**src/sv/cnr_pkg.sv**
```systemverilog
// Shared types, constants and saturating helpers for the cubic Newton root block.
package cnr_pkg;

	localparam int WORD_W = 32;
	localparam int FRAC_W = 24;
	localparam int CNT_W  = 16;
	localparam int EPS_W  = 31;
	localparam int OP_W   = WORD_W + 2;
	localparam int ACC_W  = 2 * WORD_W + 1;
	localparam int DIV_STEPS = 2 * WORD_W + FRAC_W;
	localparam int DCNT_W = $clog2(DIV_STEPS);

	typedef logic signed [WORD_W-1:0] word_t;
	typedef logic signed [OP_W-1:0] op_t;
	typedef logic signed [ACC_W-1:0] acc_t;

	localparam word_t W_MAX = 32'sh7FFFFFFF;
	localparam word_t W_MIN = 32'sh80000000;
	localparam word_t W_ONE = 32'sh01000000;
	localparam word_t W_TWO = 32'sh02000000;
	localparam op_t   RECIP3 = 34'sh0AAAAAAAB;

	localparam logic [1:0] ROOT_ZERO = 2'd0;
	localparam logic [1:0] ROOT_ONE  = 2'd1;
	localparam logic [1:0] ROOT_D    = 2'd2;
	localparam logic [1:0] ROOT_NONE = 2'd3;

	localparam logic REG_EPS   = 1'b0;
	localparam logic REG_MAXIT = 1'b1;

	typedef struct packed {
		word_t re;
		word_t im;
	} cplx_t;

	typedef struct packed {
		logic signed [WORD_W-1:0] c_re;
		logic signed [WORD_W-1:0] c_im;
	} in_req_t;

	typedef struct packed {
		logic [1:0]       root_found;
		logic [CNT_W-1:0] iterations;
	} out_req_t;

	typedef struct packed {
		logic mul;
		logic acc;
		logic sub;
		logic clr;
	} mac_ctl_t;

	typedef enum logic [1:0] {MODE_ZERO, MODE_ONE, MODE_GEN} mode_t;
	typedef enum logic [1:0] {JOB_INIT, JOB_NEAR, JOB_CMUL, JOB_DIV} job_t;
	typedef enum logic [3:0] {
		PC_CHK, PC_N0, PC_N1, PC_N2, PC_T0, PC_T1, PC_M0, PC_M1, PC_DIV
	} pc_t;
	typedef enum logic [2:0] {
		ST_IDLE, ST_MUL, ST_ACC, ST_RES, ST_PC, ST_DIVGO, ST_DIVW, ST_DONE
	} st_t;
	typedef enum logic [1:0] {DV_IDLE, DV_RUN, DV_FIN} dv_st_t;

	function automatic word_t sat35(input logic signed [WORD_W+2:0] v);
		if (v > 35'(W_MAX)) return W_MAX;
		if (v < 35'(W_MIN)) return W_MIN;
		return v[WORD_W-1:0];
	endfunction

	function automatic word_t sat_acc(input acc_t v);
		acc_t s;
		s = v >>> FRAC_W;
		if (s > 65'(W_MAX)) return W_MAX;
		if (s < 65'(W_MIN)) return W_MIN;
		return s[WORD_W-1:0];
	endfunction

	function automatic cplx_t creal(input word_t v);
		cplx_t r;
		r.re = v;
		r.im = '0;
		return r;
	endfunction

	function automatic cplx_t cadd(input cplx_t a, input cplx_t b);
		cplx_t r;
		r.re = sat35(35'(a.re) + 35'(b.re));
		r.im = sat35(35'(a.im) + 35'(b.im));
		return r;
	endfunction

	function automatic cplx_t csub(input cplx_t a, input cplx_t b);
		cplx_t r;
		r.re = sat35(35'(a.re) - 35'(b.re));
		r.im = sat35(35'(a.im) - 35'(b.im));
		return r;
	endfunction

	function automatic cplx_t cx2(input cplx_t a);
		cplx_t r;
		r.re = sat35(35'(a.re) + 35'(a.re));
		r.im = sat35(35'(a.im) + 35'(a.im));
		return r;
	endfunction

	function automatic cplx_t cx3(input cplx_t a);
		cplx_t r;
		r.re = sat35(35'(a.re) + 35'(a.re) + 35'(a.re));
		r.im = sat35(35'(a.im) + 35'(a.im) + 35'(a.im));
		return r;
	endfunction

endpackage

```
**src/sv/cnr_mac.sv**
```systemverilog
// Shared registered multiplier with signed accumulator.
module cnr_mac (
	input  logic              clk,
	input  logic              arst_n,
	input  cnr_pkg::mac_ctl_t ctl,
	input  cnr_pkg::op_t      op_a,
	input  cnr_pkg::op_t      op_b,
	output cnr_pkg::acc_t     acc
);
	import cnr_pkg::*;

	logic signed [2*OP_W-1:0] prod_q;
	acc_t acc_q;
	acc_t p;
	acc_t base;

	assign p    = prod_q[ACC_W-1:0];
	assign base = ctl.clr ? '0 : acc_q;

	always_ff @(posedge clk) begin
		if (ctl.mul) begin
			prod_q <= op_a * op_b;
		end
	end

	always_ff @(posedge clk or negedge arst_n) begin
		if (!arst_n) begin
			acc_q <= '0;
		end else if (ctl.acc) begin
			acc_q <= ctl.sub ? base - p : base + p;
		end
	end

	assign acc = acc_q;

endmodule

```
**config.mk**
```make
export PLATFORM = sky130hd
export DESIGN_NAME = cnr_mac
export DESIGN_NICKNAME = d
export VERILOG_FILES = /design/src/sv/cnr_pkg.sv /design/src/sv/cnr_mac.sv
export SDC_FILE = /design/constraint.sdc
export NUM_CORES = 2
export LEC_CHECK = 0
export BUFFER_PORTS_ARGS = -buffer_cell sky130_fd_sc_hd__buf_2
export CAP_MARGIN = 20
export CORE_MARGIN = 4
export CORE_UTILIZATION = 34
export CTS_CLUSTER_DIAMETER = 60
export DETAILED_ROUTE_END_ITERATION = 6
export PLACE_DENSITY = 0.62
export SKIP_LAST_GASP = 1
export SYNTH_ARGS = -nofsm -noshare
export SYNTH_HDL_FRONTEND = slang
export SYNTH_SLANG_ARGS = --single-unit
```
**constraint.sdc**
```tcl
create_clock -name clk -period 5.1 [get_ports clk]
set_input_delay 0.255 -clock clk [delete_from_list [all_inputs] [get_ports clk]]
set_output_delay 0.255 -clock clk [all_outputs]
set_load 0.02 [all_outputs]
```
==> results.toml <==
[run_status]
status = "finished with violations"
violations = "setup timing"

[grt]
overflow = 0
grtUsageTotal_pct = 19.6
antenna_found_initial = 5
grt_max_degree = 72
grt_first_pass_wirelength_mm = 243
grt_pass1_vias = 43100

[setup_path]
cp-endpoint = "prod_q[63]$_DFFE_PP_"
startpoint = "op_a[27]"
crit_required_ns = 5.37
path_max_fanout = 9
end_kind = "flop"
cp_slowest_cell = "fa_1"
r2r_start = "prod_q[8]$_DFFE_PP_"
r2r-end = "acc[63]$_DFFE_PN0P_"
critPathMostFrequentCell = "fa_1"
cp.arrival_ns = 7.32
r2r_setup_slack_ns = -0.14
cpPeakStageDelay_ns = 0.59
path_class = "input pin to flop"
cp-start-kind = "input pin"
reg2reg_depth = 20

[clock_tree]
cts.path.max_buffers = 2
postCtsHoldBufs = 0
htreeDepth = 4
insertion_delay_ns = 0.45
cts.clk_slew.worst_paths_ns = 0.07
root_buffer = "clkbuf_16"
cts_tree = "yes"
cts_buffers = 17
cts.sinks = 130

[die]
core-area_um2 = 148000
io_pins = 139
chipHeight_um = 395
die_area_um2 = 156000
start_util_pct = 34.3
placementRows = 141
fp.dieW_um = 395

[timing]
post-route-period-util_pct = 138
max_freq_mhz = 142
rsz0062_at_grt = "true"
fin_ws_ns = -1.95
whs_ns = 0.000807
report.final.slew_viol_count = 0
worstMarginPinSlew_ns = 1.00
slew_headroom_pct = 33.0
finalCriticalPeriod_ns = 7.05
fin_skew_ns = 0.0126
hold_violations = 0
setup_violations = 60

[drt]
vias = 39800
viasPerCell = 4.88
first_iter_violations = 2404
wirelength_mm = 152
drc = 0
wl_per_cell_um = 18.7
final_antenna_net_count = 0
drtPass1Iterations = 6

[finish]
final_util_pct = 42.3
drive_gt1_share_pct = 22.9
area_delta_synth_final_pct = 23.1
nets = 7758

[yosys]
yosys.area.top_type_share_pct = 47.5
synth.area.top_cells = "fa_1 47%, inv_1 9.0%, and2_1 7.5%, ha_1 6.5%, nand2_1 4.8%"
postSynthAreaPerCell_um2 = 9.17
syn_inst = 5547
synth_edf_count = 65
syn_area_um2 = 50900
async_flop_share_pct = 50.0
synth_ff_type = "edfxtp_1"
ys_warn_count = 0
synth_largest_area_cell = "fa_1"
syn_nets = 7093
ys_seq_area_share_pct = 7.03
ys_types = 86
ys_ff_latch = 130

[min_path]
hold_class = "input pin to asynchronous set/reset pin"

[placed_design]
place_congestion = 0.916
dp_hpwl_mm = 132
dp_worst_setup_slack_ns = -2.95
placement.io_buffers = 138

[flow_run]
maxCapViolations = 0
[per-stage QoR]
| stage | instance area, um^2 | std cells | TNS [ns] |
|---|---|---|---|
| 3_5_place_dp | 58700 | 8027 | -119.66 |
| 3_3_place_gp | 58700 | 8027 | -117.54 |
| 5_1_grt | 62700 | 8155 | -86.51 |
| 4_1_cts | 61100 | 8104 | -71.51 |
| 6_report | 62700 | 8157 | -75.42 |
| 2_1_floorplan | 51400 | 5547 | -72.65 |
[cell type report]
type                       instances  area, um^2
antenna                            2        5.00
clock buffer                      27         536
clock inverter                     5        38.8
fill                           14400       85500
inverter                        1221        4580
multi-input combinational       3920       43800
sequential                       130        3580
tap                             1930        2410
timing repair buffer             922        7750
[cell usage after synthesis, types with 11 or more instances]
cell type,instances
o211ai_1,14
nand2_1,649
o21bai_1,25
a21o_1,61
or3_1,11
mux2_2,42
and2_1,613
nand3_1,28
ha_1,265
fa_1,1207
a31oi_1,14
clkbuf_1,258
inv_1,1219
nor3_1,41
a211oi_1,12
o31ai_1,13
a21oi_1,182
nor2b_1,71
nand4_1,27
xnor2_1,148
xor2_1,44
nor4_1,16
nor2_1,167
and3_1,14
edfxtp_1,65
o21a_1,19
dfrtp_1,65
o21ai_0,83
nand2b_1,21
[sequential cells by signal, indices dropped and copies added (netlist names)]
signal  flops
acc        65
prod_q     65
[layer usage]
metal  routed length [um]  track usage, %  up-vias
li1                     -               -    17900
met1                68600            27.7    20500
met3                11300            3.91      163
met4                 3030            3.49        4
met2                69300            31.6     1194
met5                   31               0        -
[worst min path at each step]
stage | start | to | slack (ns) | cells past startpoint
2_1_floorplan | arst_n | acc[0]$_DFFE_PN0P_ | -0.04 | 0
3_3_place_gp | acc[44]$_DFFE_PN0P_ | acc[44]$_DFFE_PN0P_ | 0.48 | 2
3_5_place_dp | acc[0]$_DFFE_PN0P_ | acc[0]$_DFFE_PN0P_ | 0.50 | 2
4_1_cts | arst_n | acc[4]$_DFFE_PN0P_ | 0.03 | 2
5_1_grt | arst_n | acc[7]$_DFFE_PN0P_ | 0.08 | 2
6_report | arst_n | acc[7]$_DFFE_PN0P_ | 0.0008 | 2
[cells in the final DEF (no fill, tap or decap), types with 19 or more instances in the layout]
cell type / synthesis / final
inv_1: 1219 / 1162
fa_1: 1207 / 1131
buf_4: 4 / 676
nand2_1: 649 / 619
and2_1: 613 / 581
ha_1: 265 / 224
nor2_1: 167 / 153
a21oi_1: 182 / 130
xnor2_1: 148 / 128
buf_6: 8 / 92
buf_2: 2 / 91
fa_2: 0 / 76
nor2b_1: 71 / 71
dfrtp_1: 65 / 65
edfxtp_1: 65 / 65
a21o_1: 61 / 61
inv_2: 0 / 57
o21ai_0: 83 / 57
xor2_1: 44 / 42
mux2_2: 42 / 42
a21oi_2: 0 / 39
ha_4: 0 / 38
buf_12: 0 / 38
and2_4: 0 / 32
nor3_1: 41 / 31
nand4_1: 27 / 27
nand3_1: 28 / 23
nand2_2: 0 / 22
o21bai_1: 25 / 21
clkbuf_16: 0 / 21
nand2b_1: 21 / 20
xnor2_2: 0 / 19
[timing repair]
action / 4_1_cts / 5_1_grt
cloned: 3 / 2
endpoints found under the setup margin: 71 / 75
setup buffers: 45 / 58
pin swaps: 187 / 223
resized for setup: 337 / 297
[worst max-delay path, delay by kind of cell]
| kind | cells | cell delay [ns] |
|---|---|---|
| AND/OR/NAND/NOR | 2 | 0.35 |
| adder cells (fa/ha/maj) | 9 | 4.44 |
| AO/OA/AOI/OAI | 7 | 1.14 |
| buffers and inverters | 9 | 1.12 |
[cell families after synthesis]
| group | Yosys count | synth area share (%) |
|---|---|---|
| simple gates | 1697 | 16.9 |
| xor+xnor | 192 | 3.30 |
| compound gates | 513 | 6.54 |
| buf+inv | 1497 | 11.2 |
| fa+ha+maj | 1472 | 54.0 |
| mux | 46 | 1.01 |
| flops | 130 | 7.03 |
Power is left out: the tool's default activity adds up to more than one toggle a clock period on the data nets, which glitch-free logic cannot reach.
