File: src/sv/cnr_pkg.sv
// Shared types, constants and saturating helpers for the cubic Newton root block.
package cnr_pkg;

	localparam int WORD_W = 32;
	localparam int FRAC_W = 24;
	localparam int CNT_W  = 16;
	localparam int EPS_W  = 31;
	localparam int OP_W   = WORD_W + 2;
	localparam int ACC_W  = 2 * WORD_W + 1;
	localparam int DIV_STEPS = 2 * WORD_W + FRAC_W;
	localparam int DCNT_W = $clog2(DIV_STEPS);

	typedef logic signed [WORD_W-1:0] word_t;
	typedef logic signed [OP_W-1:0] op_t;
	typedef logic signed [ACC_W-1:0] acc_t;

	localparam word_t W_MAX = 32'sh7FFFFFFF;
	localparam word_t W_MIN = 32'sh80000000;
	localparam word_t W_ONE = 32'sh01000000;
	localparam word_t W_TWO = 32'sh02000000;
	localparam op_t   RECIP3 = 34'sh0AAAAAAAB;

	localparam logic [1:0] ROOT_ZERO = 2'd0;
	localparam logic [1:0] ROOT_ONE  = 2'd1;
	localparam logic [1:0] ROOT_D    = 2'd2;
	localparam logic [1:0] ROOT_NONE = 2'd3;

	localparam logic REG_EPS   = 1'b0;
	localparam logic REG_MAXIT = 1'b1;

	typedef struct packed {
		word_t re;
		word_t im;
	} cplx_t;

	typedef struct packed {
		logic signed [WORD_W-1:0] c_re;
		logic signed [WORD_W-1:0] c_im;
	} in_req_t;

	typedef struct packed {
		logic [1:0]       root_found;
		logic [CNT_W-1:0] iterations;
	} out_req_t;

	typedef struct packed {
		logic mul;
		logic acc;
		logic sub;
		logic clr;
	} mac_ctl_t;

	typedef enum logic [1:0] {MODE_ZERO, MODE_ONE, MODE_GEN} mode_t;
	typedef enum logic [1:0] {JOB_INIT, JOB_NEAR, JOB_CMUL, JOB_DIV} job_t;
	typedef enum logic [3:0] {
		PC_CHK, PC_N0, PC_N1, PC_N2, PC_T0, PC_T1, PC_M0, PC_M1, PC_DIV
	} pc_t;
	typedef enum logic [2:0] {
		ST_IDLE, ST_MUL, ST_ACC, ST_RES, ST_PC, ST_DIVGO, ST_DIVW, ST_DONE
	} st_t;
	typedef enum logic [1:0] {DV_IDLE, DV_RUN, DV_FIN} dv_st_t;

	function automatic word_t sat35(input logic signed [WORD_W+2:0] v);
		if (v > 35'(W_MAX)) return W_MAX;
		if (v < 35'(W_MIN)) return W_MIN;
		return v[WORD_W-1:0];
	endfunction

	function automatic word_t sat_acc(input acc_t v);
		acc_t s;
		s = v >>> FRAC_W;
		if (s > 65'(W_MAX)) return W_MAX;
		if (s < 65'(W_MIN)) return W_MIN;
		return s[WORD_W-1:0];
	endfunction

	function automatic cplx_t creal(input word_t v);
		cplx_t r;
		r.re = v;
		r.im = '0;
		return r;
	endfunction

	function automatic cplx_t cadd(input cplx_t a, input cplx_t b);
		cplx_t r;
		r.re = sat35(35'(a.re) + 35'(b.re));
		r.im = sat35(35'(a.im) + 35'(b.im));
		return r;
	endfunction

	function automatic cplx_t csub(input cplx_t a, input cplx_t b);
		cplx_t r;
		r.re = sat35(35'(a.re) - 35'(b.re));
		r.im = sat35(35'(a.im) - 35'(b.im));
		return r;
	endfunction

	function automatic cplx_t cx2(input cplx_t a);
		cplx_t r;
		r.re = sat35(35'(a.re) + 35'(a.re));
		r.im = sat35(35'(a.im) + 35'(a.im));
		return r;
	endfunction

	function automatic cplx_t cx3(input cplx_t a);
		cplx_t r;
		r.re = sat35(35'(a.re) + 35'(a.re) + 35'(a.re));
		r.im = sat35(35'(a.im) + 35'(a.im) + 35'(a.im));
		return r;
	endfunction

endpackage

File: src/sv/cnr_div.sv
// Restoring serial divider: saturated fixed-point quotient, one bit per cycle.
module cnr_div (
	input  logic                 clk,
	input  logic                 arst_n,
	input  logic                 start,
	input  cnr_pkg::acc_t        num,
	input  logic [2*cnr_pkg::WORD_W-1:0] den,
	output logic                 done,
	output cnr_pkg::word_t       quo
);
	import cnr_pkg::*;

	dv_st_t st_q, st_d;
	logic neg_q;
	logic [2*WORD_W-1:0] mag_q, shf_q, den_q, rem_q;
	logic [WORD_W:0] quo_q;
	logic ovf_q;
	logic [DCNT_W-1:0] cnt_q;
	word_t res_q;
	logic done_q;
	logic [2*WORD_W:0] rem_sh, rem_sub;
	logic ge;
	logic [WORD_W:0] lim;
	word_t sat_v, fin_v;
	acc_t num_abs;

	assign rem_sh  = {rem_q, shf_q[2*WORD_W-1]};
	assign ge      = rem_sh >= {1'b0, den_q};
	assign rem_sub = rem_sh - {1'b0, den_q};
	assign num_abs = num[ACC_W-1] ? -num : num;
	assign lim     = neg_q ? {2'b01, {(WORD_W-1){1'b0}}} : {2'b00, {(WORD_W-1){1'b1}}};
	assign sat_v   = neg_q ? W_MIN : W_MAX;

	always_comb begin
		if (den_q == '0) begin
			fin_v = (mag_q == '0) ? '0 : sat_v;
		end else if (ovf_q || quo_q > lim) begin
			fin_v = sat_v;
		end else begin
			fin_v = neg_q ? -quo_q[WORD_W-1:0] : quo_q[WORD_W-1:0];
		end
	end

	always_comb begin
		st_d = st_q;
		case (st_q)
			DV_IDLE: if (start) st_d = DV_RUN;
			DV_RUN:  if (cnt_q == DCNT_W'(DIV_STEPS - 1)) st_d = DV_FIN;
			DV_FIN:  st_d = DV_IDLE;
			default: st_d = DV_IDLE;
		endcase
	end

	always_ff @(posedge clk or negedge arst_n) begin
		if (!arst_n) begin
			st_q   <= DV_IDLE;
			done_q <= 1'b0;
			cnt_q  <= '0;
		end else begin
			st_q   <= st_d;
			done_q <= (st_q == DV_FIN);
			if (st_q == DV_RUN) begin
				cnt_q <= cnt_q + 1'b1;
			end else begin
				cnt_q <= '0;
			end
		end
	end

	always_ff @(posedge clk) begin
		case (st_q)
			DV_IDLE: begin
				if (start) begin
					neg_q <= num[ACC_W-1];
					mag_q <= num_abs[2*WORD_W-1:0];
					shf_q <= num_abs[2*WORD_W-1:0];
					den_q <= den;
					rem_q <= '0;
					quo_q <= '0;
					ovf_q <= 1'b0;
				end
			end
			DV_RUN: begin
				shf_q <= {shf_q[2*WORD_W-2:0], 1'b0};
				rem_q <= ge ? rem_sub[2*WORD_W-1:0] : rem_sh[2*WORD_W-1:0];
				quo_q <= {quo_q[WORD_W-1:0], ge};
				ovf_q <= ovf_q | quo_q[WORD_W];
			end
			DV_FIN: res_q <= fin_v;
			default: ;
		endcase
	end

	assign done = done_q;
	assign quo  = res_q;

endmodule

File: config.mk
export PLATFORM = sky130hd
export DESIGN_NAME = cnr_div
export DESIGN_NICKNAME = d
export VERILOG_FILES = /design/src/sv/cnr_pkg.sv /design/src/sv/cnr_div.sv
export SDC_FILE = /design/constraint.sdc
export NUM_CORES = 1
export LEC_CHECK = 0
export BUFFER_PORTS_ARGS = -buffer_cell sky130_fd_sc_hd__buf_2
export CAP_MARGIN = 20
export CORE_ASPECT_RATIO = 1.75
export CORE_MARGIN = 2
export CORE_UTILIZATION = 55
export DETAILED_ROUTE_END_ITERATION = 8
export PLACE_DENSITY_LB_ADDON = 0.25
export RECOVER_POWER = 50
export SLEW_MARGIN = 20
export SYNTH_ARGS = -nofsm -noshare
export SYNTH_HDL_FRONTEND = slang
export SYNTH_SLANG_ARGS = --single-unit
File: constraint.sdc
create_clock -name clk -period 8.4 [get_ports clk]
set_input_delay 1.68 -clock clk [delete_from_list [all_inputs] [get_ports clk]]
set_output_delay 1.68 -clock clk [all_outputs]
set_load 0.02 [all_outputs]
==> impl_results.md <==
- TritonCTS buffer count: 31
- Die height: 253 µm
- Layout cell share with drive strength beyond 1: 10.6%
- Setup Skew: 15.3 ps
- Worst flop-to-flop path endpoint: rem_q[19]
- CTS-repair resized insts: 0
- P_leak: 8.67 nW
- Synth top area share: 49.9%
- Final core utilization: 61.5%
- Avg Inst Size Synth: 10.1 µm²
- Final HPWL DP: 35.8 mm
- Nets@finish: 2291
- Cells after Synth: 1928
- Htree depth: 1
- Status: finished, violations left
- Area grow syn2layout: 11.0%
- Failing checks: capacitance limit, slew limit
- Max-Cap Viols: 9
- GR Util All Layers: 26.4%
- Clk buf depth: 3
- Routed WL: 49.5 mm
- Antenna Nets Post-Route: 0
- Netlist cell types: 65
- Worst-Skew Late Latency: 590 ps
- Core ar.: 35100 µm²
- Setup bufs post-CTS: 0
- Cell Area, Placed: 20700 µm²
- Drt first pass iters: 5
- Critical Path Start Type: flip-flop
- First-pass GRT wire length: 78.3 mm
- Die Footprint: 36900 µm²
- Worst Hold Path EP: cnt_q[0]
- Final WS setup: 2360 ps
- CP Capture Type: flip-flop
- Largest net degree at the start of global routing: 76
- Critical Path RT: 8310 ps
- Register share of total power: 52.5%
- Congestion Overflow GR: 0
- Synthesized area: 19400 µm²
- Ys Warns: 0
- Cell Rows: 91
- NetSw: 0.801 mW
- Min-delay worst type: flip-flop to flip-flop
- Final min period: 6040 ps
- Fmax: 166 MHz
- Top post-synthesis cells by area: edfxtp_1 50%, ha_1 6.4%, nor2_1 4.2%
- Final cycle utilization of the critical path: 71.9%
- CTS tree: done
- Biggest area consumer among synthesized cells: edfxtp_1
- Worst Path Class, Setup: flip-flop to flip-flop
- R2R setup slack: 2360 ps
- Slew Viols, Final: 518
- # placed instances: 2491
- Root Buffer: clkbuf_16
- Main flop type after synthesis: edfxtp_1
- Crit path DAT: 5940 ps
- Hold Path Cell Cnt: 1
- Slew at the pin closest to its max-slew limit: 3690 ps
- DRC: 0
- Synth top cells by count: 323 x edfxtp_1, 220 x nor2_1, 199 x nand2_1, 147 x a21oi_1, 129 x o21ai_0
- Worst-path fanout max: 75
- Worst reg2reg path startpoint: st_q[1]
- IO Pins: 165
- CTS Sinks: 333
- Switching Fraction: 22.7%
- TNS Setup: 0 ps
- Post-route cell area: 21600 µm²
- FF+latch count, synth: 333
- Net Count, Synth: 2160
- Internal: 2.73 mW
- Total power: 3.53 mW
- P per Cell Area: 164 nW/µm²
- Async S/R FF share, synth: 3.00%
- Final std cells w/o fill: 2550
- Vias/cell: 6.06
- Vias in the first global route: 15407
- Combinational power share: 8.0%
- Relative slew slack: -146%
- Initial Util: 55.4%
- Hold path start: cnt_q[0]
- GP Congestion: 0.941
- Dpl ws: 2910 ps
- Via count: 15441
- RSZ-0062 raised after global routing: false
- DRT iter0 DRCs: 827
- Wire per inst: 19.4 µm
- Clk pin slew, worst setup/hold paths: 60 ps
- Initial antenna violation count: 2
- Hold_buf cts: 0
- Most common cell in the netlist: edfxtp_1
- Setup violations, final: 0
- EDFF count, synth: 323
- Max VDD drop: 0.166 mV
- I/O Buffers: 164
- Min Hold Slack: 467 ps
- Final hold viol count: 0
- Clock share of power: 39.5%
- Sequential share of the synthesized area: 51.2%
- Reg2Reg Depth: 3
- Die W: 146 µm
## metal layers
layer  part of all wire [%]  global-route usage (%)  wire length (µm)  up-vias
li1                       -                       -                 -     7371
met1                     37                    29.2             18400     7411
met2                     54                    50.2             26500      516
met3                    4.8                    2.94              2360      139
met4                    4.5                    11.9              2220        4
met5                  0.046                       0                23        -
## worst max-delay path, stage by stage (launching register included)
cell and delay, ps:
dfrtp_1 380, nand2b_1 2010, nand2_1 1530, clkbuf_2 1330
## worst max path at each step
stage | from | endpoint | slack, ps | depth (start not counted)
CTS | num[14] | shf_q[51] | 3520 | 11
finish | st_q[1] | rem_q[19] | 2360 | 3
detailed placement | num[14] | shf_q[51] | 2910 | 11
global route | st_q[1] | rem_q[19] | 1950 | 3
global placement | num[10] | shf_q[51] | 2970 | 11
floorplan | start | ovf_q | 2680 | 2
## area by class of cell
type                       count  area, µm²
multi-input combinational   1423       8860
fill                        3015      13500
tap                          465        582
inverter                      93        350
sequential                   333       9950
antenna                        1       2.50
clock buffer                  37        798
clock inverter                21        189
timing repair buffer         177        843
## sequential cells by signal, indices dropped and copies added (netlist names)
register,flops
rem_q,64
quo_q,33
st_q,2
neg_q,1
quo,32
ovf_q,1
den_q,64
cnt_q,7
done,1
shf_q,64
mag_q,64
## logic make-up (layout without fill, tap and decap cells)
family          count (synthesis)  count (layout)  share of synthesized area (%)
buf+inv                       172             328                           3.33
fa+ha+maj                     100             100                           6.47
mux                            17              17                          0.978
compound gates                466             466                           14.7
flops                         333             333                           51.2
xor+xnor                      130             130                           5.86
simple gates                  710             710                           17.5
other cells                     0               1                              0
## cells in the final DEF (no fill, tap or decap), types with 9 or more instances in the layout
cell,Yosys,routed
a211oi_1,23,23
a21o_1,44,44
a21oi_1,147,146
a221oi_1,13,13
a31oi_1,14,14
and2_0,0,17
and2_1,35,18
buf_2,1,120
clkbuf_1,72,54
clkbuf_16,0,31
dfrtp_1,10,10
edfxtp_1,323,323
ha_1,99,99
inv_1,91,90
mux2_2,16,15
nand2_1,199,198
nand2b_1,10,10
nand3_1,34,34
nand4_1,35,35
nor2_1,220,220
nor3_1,33,33
nor4_1,51,50
o21a_1,16,16
o21ai_0,129,129
o21bai_1,13,13
o31ai_1,17,17
o41ai_1,9,9
or2_2,10,10
or3_1,26,26
or4_1,17,17
xnor2_1,88,88
xor2_1,42,42
## power by group through the flow
stage | Combinational, mW | Clock, mW | Sequential, mW
after floorplan | 0.186 | 0 | 1.88
after global placement | 0.274 | 0 | 1.89
after detailed placement | 0.280 | 0 | 1.89
after CTS | 0.281 | 1.42 | 1.85
after global routing | 0.312 | 1.49 | 1.85
final | 0.284 | 1.39 | 1.85
(Power assumes the default switching activity.)
